--- config.mk ---
export PLATFORM = sky130hd
export DESIGN_NAME = tolerant_double_compare_top
export DESIGN_NICKNAME = d
export VERILOG_FILES = /design/src/sv/tdc_pkg.sv /design/src/sv/tdc_core.sv /design/src/sv/tolerant_double_compare_top.sv
export VERILOG_INCLUDE_DIRS = /design/src /design/src/sv
export SDC_FILE = /design/constraint.sdc
export NUM_CORES = 1
export LEC_CHECK = 0
export BUFFER_PORTS_ARGS = -buffer_cell sky130_fd_sc_hd__buf_2
export CORE_ASPECT_RATIO = 0.75
export CORE_MARGIN = 2
export CORE_UTILIZATION = 58
export DETAILED_ROUTE_END_ITERATION = 6
export GPL_TIMING_DRIVEN = 0
export PLACE_DENSITY = 0.77
export SLEW_MARGIN = 20
export SYNTH_ARGS = -nofsm -noshare
export SYNTH_HDL_FRONTEND = slang
export SYNTH_SLANG_ARGS = --single-unit
--- constraint.sdc ---
create_clock -name clk_i -period 15.7 [get_ports clk_i]
set_input_delay 3.14 -clock clk_i [delete_from_list [all_inputs] [get_ports clk_i]]
set_output_delay 3.14 -clock clk_i [all_outputs]
set_load 0.01 [all_outputs]
--- src/sv/tolerant_double_compare_top_macros.svh ---
// Assertion macros for the tolerant double compare block.
// Used by the top level; no other dependencies.
`ifndef TOLERANT_DOUBLE_COMPARE_TOP_MACROS_SVH
`define TOLERANT_DOUBLE_COMPARE_TOP_MACROS_SVH

// Clocked assertion, disabled while reset is held.
`define TDC_ASSERT(label, prop, msg) \
  label: assert property (@(posedge clk_i) disable iff (!rst_ni) (prop)) else $error(msg);

// Clocked assertion that also holds through reset.
`define TDC_ASSERT_ALWAYS(label, prop, msg) \
  label: assert property (@(posedge clk_i) (prop)) else $error(msg);

`endif

--- src/sv/tdc_pkg.sv ---
// Package for the tolerant double compare block: result codes, epsilon
// constants and the mantissa bit-length helper. No dependencies.
package tdc_pkg;

  typedef enum logic [1:0] {
    ORDER_LESS    = 2'd0,
    ORDER_EQUAL   = 2'd1,
    ORDER_GREATER = 2'd2
  } order_e;

  localparam int unsigned MantW = 52;
  localparam int unsigned ExpW  = 11;
  localparam int unsigned SigW  = MantW + 1;
  // Signed width for exponent arithmetic.
  localparam int unsigned EW    = 14;

  localparam logic signed [EW-1:0] EpsLog2Single = -14'sd23;
  localparam logic signed [EW-1:0] EpsLog2Double = -14'sd52;
  localparam logic signed [EW-1:0] MinSubLog2    = -14'sd1074;

  // Position of the leading one plus one; zero for an all-zero word.
  function automatic logic [5:0] bit_length(input logic [MantW-1:0] m);
    logic [5:0] len;
    len = '0;
    for (int i = 0; i < MantW; i++) begin
      if (m[i]) begin
        len = 6'(i + 1);
      end
    end
    return len;
  endfunction

endpackage

--- src/sv/tdc_core.sv ---
// Combinational tolerant compare of two double bit patterns.
// Depends on tdc_pkg.
module tdc_core import tdc_pkg::*; (
  input  logic [63:0] first_value_i,
  input  logic [63:0] second_value_i,
  input  logic        precision_single_i,
  output order_e      order_o
);

  logic             s1, s2, nan1, nan2, inf1, inf2, first_big, far;
  logic [ExpW-1:0]  ex1, ex2, e1f, e2f, exbig, exsmall, exb_raw, diffe;
  logic [MantW-1:0] mb;
  logic [SigW-1:0]  sig1, sig2;
  logic [SigW:0]    a1, a2;
  logic [SigW+1:0]  dd;
  logic [SigW:0]    mag;
  logic signed [EW-1:0] e, k, p;
  logic             dzero, over, big_neg;

  always_comb begin
    s1   = first_value_i[63];
    s2   = second_value_i[63];
    ex1  = first_value_i[62:52];
    ex2  = second_value_i[62:52];
    nan1 = (&ex1) && (first_value_i[51:0] != '0);
    nan2 = (&ex2) && (second_value_i[51:0] != '0);
    inf1 = (&ex1) && (first_value_i[51:0] == '0);
    inf2 = (&ex2) && (second_value_i[51:0] == '0);
    e1f  = (ex1 == '0) ? ExpW'(1) : ex1;
    e2f  = (ex2 == '0) ? ExpW'(1) : ex2;
    sig1 = {ex1 != '0, first_value_i[51:0]};
    sig2 = {ex2 != '0, second_value_i[51:0]};

    // Strict magnitude test; ties pick the second operand.
    first_big = first_value_i[62:0] > second_value_i[62:0];
    exbig     = first_big ? e1f : e2f;
    exsmall   = first_big ? e2f : e1f;
    exb_raw   = first_big ? ex1 : ex2;
    mb        = first_big ? first_value_i[51:0] : second_value_i[51:0];
    big_neg   = first_big ? s1 : ~s2;
    diffe     = exbig - exsmall;
    far       = diffe >= ExpW'(2);

    // Exact magnitude difference on the common grid of the smaller exponent.
    a1  = (e1f > exsmall) ? {sig1, 1'b0} : {1'b0, sig1};
    a2  = (e2f > exsmall) ? {sig2, 1'b0} : {1'b0, sig2};
    dd  = {1'b0, a1} - {1'b0, a2};
    mag = dd[SigW+1] ? (SigW+1)'(0) - dd[SigW:0] : dd[SigW:0];

    // frexp exponent of the larger operand and log2 of delta.
    if (exb_raw != '0) begin
      e = EW'({3'b000, exb_raw}) - EW'(1022);
    end else if (mb == '0) begin
      e = '0;
    end else begin
      e = EW'({8'b0, bit_length(mb)}) + MinSubLog2;
    end
    k     = e + (precision_single_i ? EpsLog2Single : EpsLog2Double);
    dzero = k < MinSubLog2;
    // Delta's position in units of the difference's lsb.
    p     = k + EW'(1075) - EW'({3'b000, exsmall});

    if (dzero || p < 0) begin
      over = mag != '0;
    end else if (p >= EW'(SigW + 1)) begin
      over = 1'b0;
    end else begin
      over = mag > ((SigW+1)'(1) << p[5:0]);
    end

    if (nan1 || nan2) begin
      order_o = ORDER_EQUAL;
    end else if (inf1 && inf2) begin
      order_o = (s1 == s2) ? ORDER_EQUAL : (s1 ? ORDER_LESS : ORDER_GREATER);
    end else if (inf1) begin
      order_o = s1 ? ORDER_LESS : ORDER_GREATER;
    end else if (inf2) begin
      order_o = s2 ? ORDER_GREATER : ORDER_LESS;
    end else if (far) begin
      order_o = big_neg ? ORDER_LESS : ORDER_GREATER;
    end else if (s1 != s2) begin
      // Opposite signs: the magnitudes add, so only two zeros compare equal.
      if ((first_value_i[62:0] == '0) && (second_value_i[62:0] == '0)) begin
        order_o = ORDER_EQUAL;
      end else begin
        order_o = s1 ? ORDER_LESS : ORDER_GREATER;
      end
    end else if (over) begin
      // Same sign: a negative pair flips the direction of the magnitude gap.
      order_o = (dd[SigW+1] ^ s1) ? ORDER_LESS : ORDER_GREATER;
    end else begin
      order_o = ORDER_EQUAL;
    end
  end

endmodule

--- src/sv/tolerant_double_compare_top.sv ---
// Top level of the tolerant double compare block.
// Depends on tdc_pkg, tdc_core and tolerant_double_compare_top_macros.svh.
//
// Usage:
//   Input channel (in_valid_i / in_ready_o) carries one transaction made of
//   two double bit patterns and a precision select. Output channel
//   (out_valid_o / out_ready_i) returns one order code per transaction:
//   less, equal within tolerance, or greater.
//   Stages: an accepted transaction goes to the input register, then its
//   order code to the result register (two register stages). Throughput:
//   one transaction per cycle while out_ready_i is high; the whole compare
//   is one pass of combinational logic between the two stages.
//   Reset: rst_ni clears both stage valid flags; payload registers keep
//   whatever they hold.
//   Stall: when out_ready_i is low the result register holds, the input
//   stage fills, and in_ready_o drops only once both stages are full.
`include "tolerant_double_compare_top_macros.svh"
module tolerant_double_compare_top import tdc_pkg::*; (
  input  logic        clk_i,
  input  logic        rst_ni,
  input  logic        in_valid_i,
  output logic        in_ready_o,
  input  logic [63:0] first_value_i,
  input  logic [63:0] second_value_i,
  input  logic        precision_single_i,
  output logic        out_valid_o,
  input  logic        out_ready_i,
  output logic [1:0]  order_o
);

  // Input stage.
  logic        s1_v_q;
  logic [63:0] a_q, b_q;
  logic        sgl_q;
  // Result stage.
  logic        s2_v_q;
  order_e      order_q, order_d;
  logic        s1_go, in_take;

  // Advance the input stage when the result stage is empty or draining.
  assign s1_go      = !s2_v_q || out_ready_i;
  assign in_ready_o = !s1_v_q || s1_go;
  assign in_take    = in_valid_i && in_ready_o;

  tdc_core u_core (
    .first_value_i     (a_q),
    .second_value_i    (b_q),
    .precision_single_i(sgl_q),
    .order_o           (order_d)
  );

  always_ff @(posedge clk_i or negedge rst_ni) begin
    if (!rst_ni) begin
      s1_v_q <= 1'b0;
      s2_v_q <= 1'b0;
    end else begin
      if (in_ready_o) begin
        s1_v_q <= in_valid_i;
      end
      if (s1_go) begin
        s2_v_q <= s1_v_q;
      end
    end
  end

  // Payload registers: capture on accept, hold otherwise.
  always_ff @(posedge clk_i) begin
    if (in_take) begin
      a_q   <= first_value_i;
      b_q   <= second_value_i;
      sgl_q <= precision_single_i;
    end
    if (s1_go && s1_v_q) begin
      order_q <= order_d;
    end
  end

  assign out_valid_o = s2_v_q;
  assign order_o     = order_q;

  `TDC_ASSERT(a_take_fills, in_take |=> s1_v_q, "accepted transaction lost at input stage")
  `TDC_ASSERT(a_hold_s1, (s1_v_q && !s1_go) |=> (s1_v_q && $stable(a_q) && $stable(b_q)), "stalled input stage changed")
  `TDC_ASSERT(a_move_s2, (s1_v_q && s1_go) |=> out_valid_o, "result not delivered to output stage")
  `TDC_ASSERT_ALWAYS(a_reset_empty, !rst_ni |-> (!s1_v_q && !s2_v_q), "stages not empty in reset")

endmodule
==> summary.md <==
| Metric | Value |
|---|---|
| P&R area growth vs syn | `11.0%` |
| Crit path launch type | `register` |
| Hold Path Sink | `out_valid_o` |
| Maximum root-to-sink buffer count | `2` |
| P_leak | `around 8.3 nW` |
| WP data arrival | `around 15000 ps` |
| RR Startpoint | `b_q[55]` |
| Cell mode on critical path | `ha_1` |
| H-Tree Depth | `4` |
| Die Footprint | `32700 um^2` |
| Die span in x | `roughly 210 um` |
| Yosys cell types | `103` |
| Synth area leader | `edfxtp_1` |
| Hpwl dp | `between 40 and 50 mm` |
| Top cells by area, synth | `edfxtp_1 22%, ha_1 16%, a21oi_1 4.4%` |
| Synth Net Count | `approximately 2600` |
| Syn_area_per_cell | `between 8 and 9 um^2` |
| Via count of the first global-routing pass | `~16000` |
| Synthesis Warnings | `0` |
| Die Height | `roughly 160 um` |
| CTS Sinks | `133` |
| IO Count | `between 100 and 150` |
| Max incr delay on CP | `800 ps` |
| Worst hold path startpoint | `s1_v_q` |
| CTS root buffer | `clkbuf_16` |
| Placed insts | `between 2000 and 3000` |
| CTS tree | `yes` |
| GRT met2 Usage | `between 40% and 50%` |
| Final Hold Vio Count | `0` |
| RSZ-0062 raised after global routing | `no` |
| Crit path max fanout | `10` |
| Relative slew slack | `about 28%` |
| Worst r2r path cells | `53` |
| DRC viols | `0` |
| Final worst slack | `around 660 ps` |
| Critical path endpoint category | `register` |
| Routing usage on met1 | `54.5%` |
| Total grt overflow | `0` |
| Number of synthesized flops with an enable pin | `between 100 and 150` |
| Final Total Pwr | `0.00324 W` |
| Min Tclk post-route | `about 15000 ps` |
| Post-Route WL | `between 50 and 60 mm` |
| Final setup fails | `0` |
| GRT busiest layer | `met1` |
| R2R Setup Slk | `~660 ps` |
| Clk_lat worst skew | `~470 ps` |
| Max-Cap Viols | `0` |
| F_max | `between 60 and 70 MHz` |
| Cts bufs inserted | `17` |
| Drt wl/cell | `around 22 um` |
| Post-route ant nets | `0` |
| Max IR drop VDD | `97.5 uV` |
| Setup_tns | `0 ps` |
| Status | `finished clean` |
| # fillers | `about 2700` |
| Post-synthesis cell area | `between 15000 and 20000 um^2` |
| Slowest cell on the critical path | `nor4_1` |
| Fin nets | `between 2000 and 3000` |
| N_diodes | `0` |
| Number of setup buffers added after CTS | `0` |
| Slew Viols, Final | `0` |
| Num rows | `56` |
| Pwr dens | `161 nW/um^2` |
| Port Buffers | `~140` |
| Worst Skew | `about 25 ps` |
| Synth Flop Type | `edfxtp_1` |
| Via count | `roughly 18000` |
| Critical path class | `register to register` |
| RR Endpoint | `order_o[0]` |
| Share of layout cells above drive strength 1 | `around an eighth` |
| DP Worst Slack | `-1060 ps` |
| Register area share after synthesis | `between 20% and 30%` |
| RD Place Congestion | `between 0.9 and 1` |
| Core box area | `31000 um^2` |
| Req. time, crit path | `about 16000 ps` |
| Total GRT Usage | `36.3%` |
| Worst Tran Pin Value | `between 1000 and 1500 ps` |
| Via density per instance | `about 6.6` |
| Final std cells w/o fill | `approximately 2800` |
| Worst Hold Class | `register to register` |
| Hold-fix buffer count after cts | `0` |
| Synth Register Bits | `133` |
| Met3 Resource Use GR | `~11%` |
| First-pass GRT wire length | `between 90 and 100 mm` |
| Gate Count Post-Synth | `between 2000 and 2500` |
| Initial core utilization | `between 50% and 60%` |
| Tcrit/Tclk final | `a little over nine tenths` |
| Initial antenna violation count | `1` |
| Clk slew on worst S/H paths | `90 ps` |
| TritonRoute pass-1 iters | `6` |
| Async SR Flop Fraction | `between 1.5 and 2%` |
| Share of the synthesized area in the top cell type | `21.7%` |
| Hold Path Depth | `1` |
| Largest net degree at the start of global routing | `65` |
| DR iter-0 viols | `about 2300` |
==> final cells by class <==
| cell class | instances | area [um^2] | share of cell area (%) |
|---|---|---|---|
| inverter | 139 | 528 | 2.62 |
| timing repair buffer | 140 | 738 | 3.67 |
| multi-input combinational | 1847 | 13400 | 66.6 |
| tap | 406 | 508 | 2.52 |
| clock inverter | 15 | 201 | 1.00 |
| sequential | 133 | 3980 | 19.8 |
| clock buffer | 17 | 425 | 2.11 |
| buffer | 84 | 345 | 1.72 |
==> state kept, by name (all words and copies together), names as in the netlist <==
signal and flops:
b_q 64, a_q 64, out_valid_o 1, sgl_q 1, order_o 2, s1_v_q 1
==> routing by layer <==
layer	wire length [um]	up-vias
li1	-	8621
met5	71	-
met1	27700	8524
met2	22500	1005
met4	1640	4
met3	7810	96
==> cell usage after synthesis (9+ instances only) <==
cell	instances
ha_1	236
nand2_1	201
nor2_1	171
a21oi_1	159
inv_1	136
edfxtp_1	131
o21ai_0	122
xnor2_1	80
mux2i_1	77
clkbuf_1	73
nor3_1	58
nand3_1	57
mux2_2	50
nor4_1	44
a21o_1	40
nand4_1	38
xor2_1	37
nand2b_1	35
nor2b_1	33
a31oi_1	31
a211oi_1	27
and3_1	25
o31ai_1	25
or4_1	23
o21a_1	22
o21bai_1	22
and2_1	17
o211ai_1	16
or3_1	13
and4_1	9
==> worst max-delay path, delay by kind of cell, from the launching register on <==
| family | cells | cell delay (ps) |
|---|---|---|
| buffers and inverters | 9 | 2840 |
| adder cells (fa/ha/maj) | 4 | 1350 |
| AND/OR/NAND/NOR | 20 | 4020 |
| multiplexers | 1 | 270 |
| XOR/XNOR | 1 | 260 |
| flip-flops | 1 | 580 |
| AO/OA/AOI/OAI | 18 | 5410 |
==> power breakdown <==
| group | total, W | leakage (nW) | switching, W | internal (W) |
|---|---|---|---|---|
| combinational | 0.00234 | 6.75 | 0.00145 | 0.000892 |
| clock | 0.000439 | 0.309 | 0.000195 | 0.000245 |
| sequential | 0.000459 | 1.28 | 0.0000394 | 0.000419 |
| total | 0.00324 | 8.34 | 0.00168 | 0.00156 |
==> worst max path at each step <==
stage	start	end	depth (start not counted)	slack, ps
floorplan	a_q[62]	order_o[1]	59	3410
global placement	a_q[54]	order_o[1]	59	-1310
detailed placement	b_q[53]	order_o[1]	62	-1060
CTS	b_q[53]	order_o[1]	63	60
global route	b_q[56]	order_o[1]	58	10
finish	b_q[55]	order_o[0]	53	660
==> kinds of logic after synthesis <==
logic type                 count (synthesis)  synth area share [%]
AOI/OAI and AO/OA                        590                  21.5
DFF                                      133                  22.0
muxes                                    129                  7.55
adders and majority gates                239                  16.6
buffers and inverters                    223                  4.69
xor gates and xnor gates                 119                  5.83
and+or+nand+nor                          770                  21.8
==> metrics by stage <==
| step | cell area [um^2] | hold slack, ps | util [%] |
|---|---|---|---|
| floorplan | 18100 | 449 | - |
| global placement | 19300 | 459 | 62.2 |
| detailed placement | 19400 | 477 | 62.5 |
| CTS | 20100 | 493 | 64.6 |
| global route | 20100 | 535 | 64.8 |
| finish | 20100 | 490 | 64.8 |
==> layout by cell type (no fill, tap or decap), types with 61 or more instances in the layout <==
cell type	n
a21oi_1	158
xnor2_1	80
clkbuf_1	61
nor2_1	171
inv_1	136
nand2_1	201
edfxtp_1	131
o21ai_0	121
mux2i_1	76
buf_2	144
ha_1	236
==> timing repair <==
item | 4_1_cts | 5_1_grt
hold endpoints to repair | 0 | 0
setup endpoints to repair | 2 | 2
gates cloned | 0 | 0
resized for setup | 9 | 33
pin swaps | 0 | 2
(Power assumes the default switching activity.)
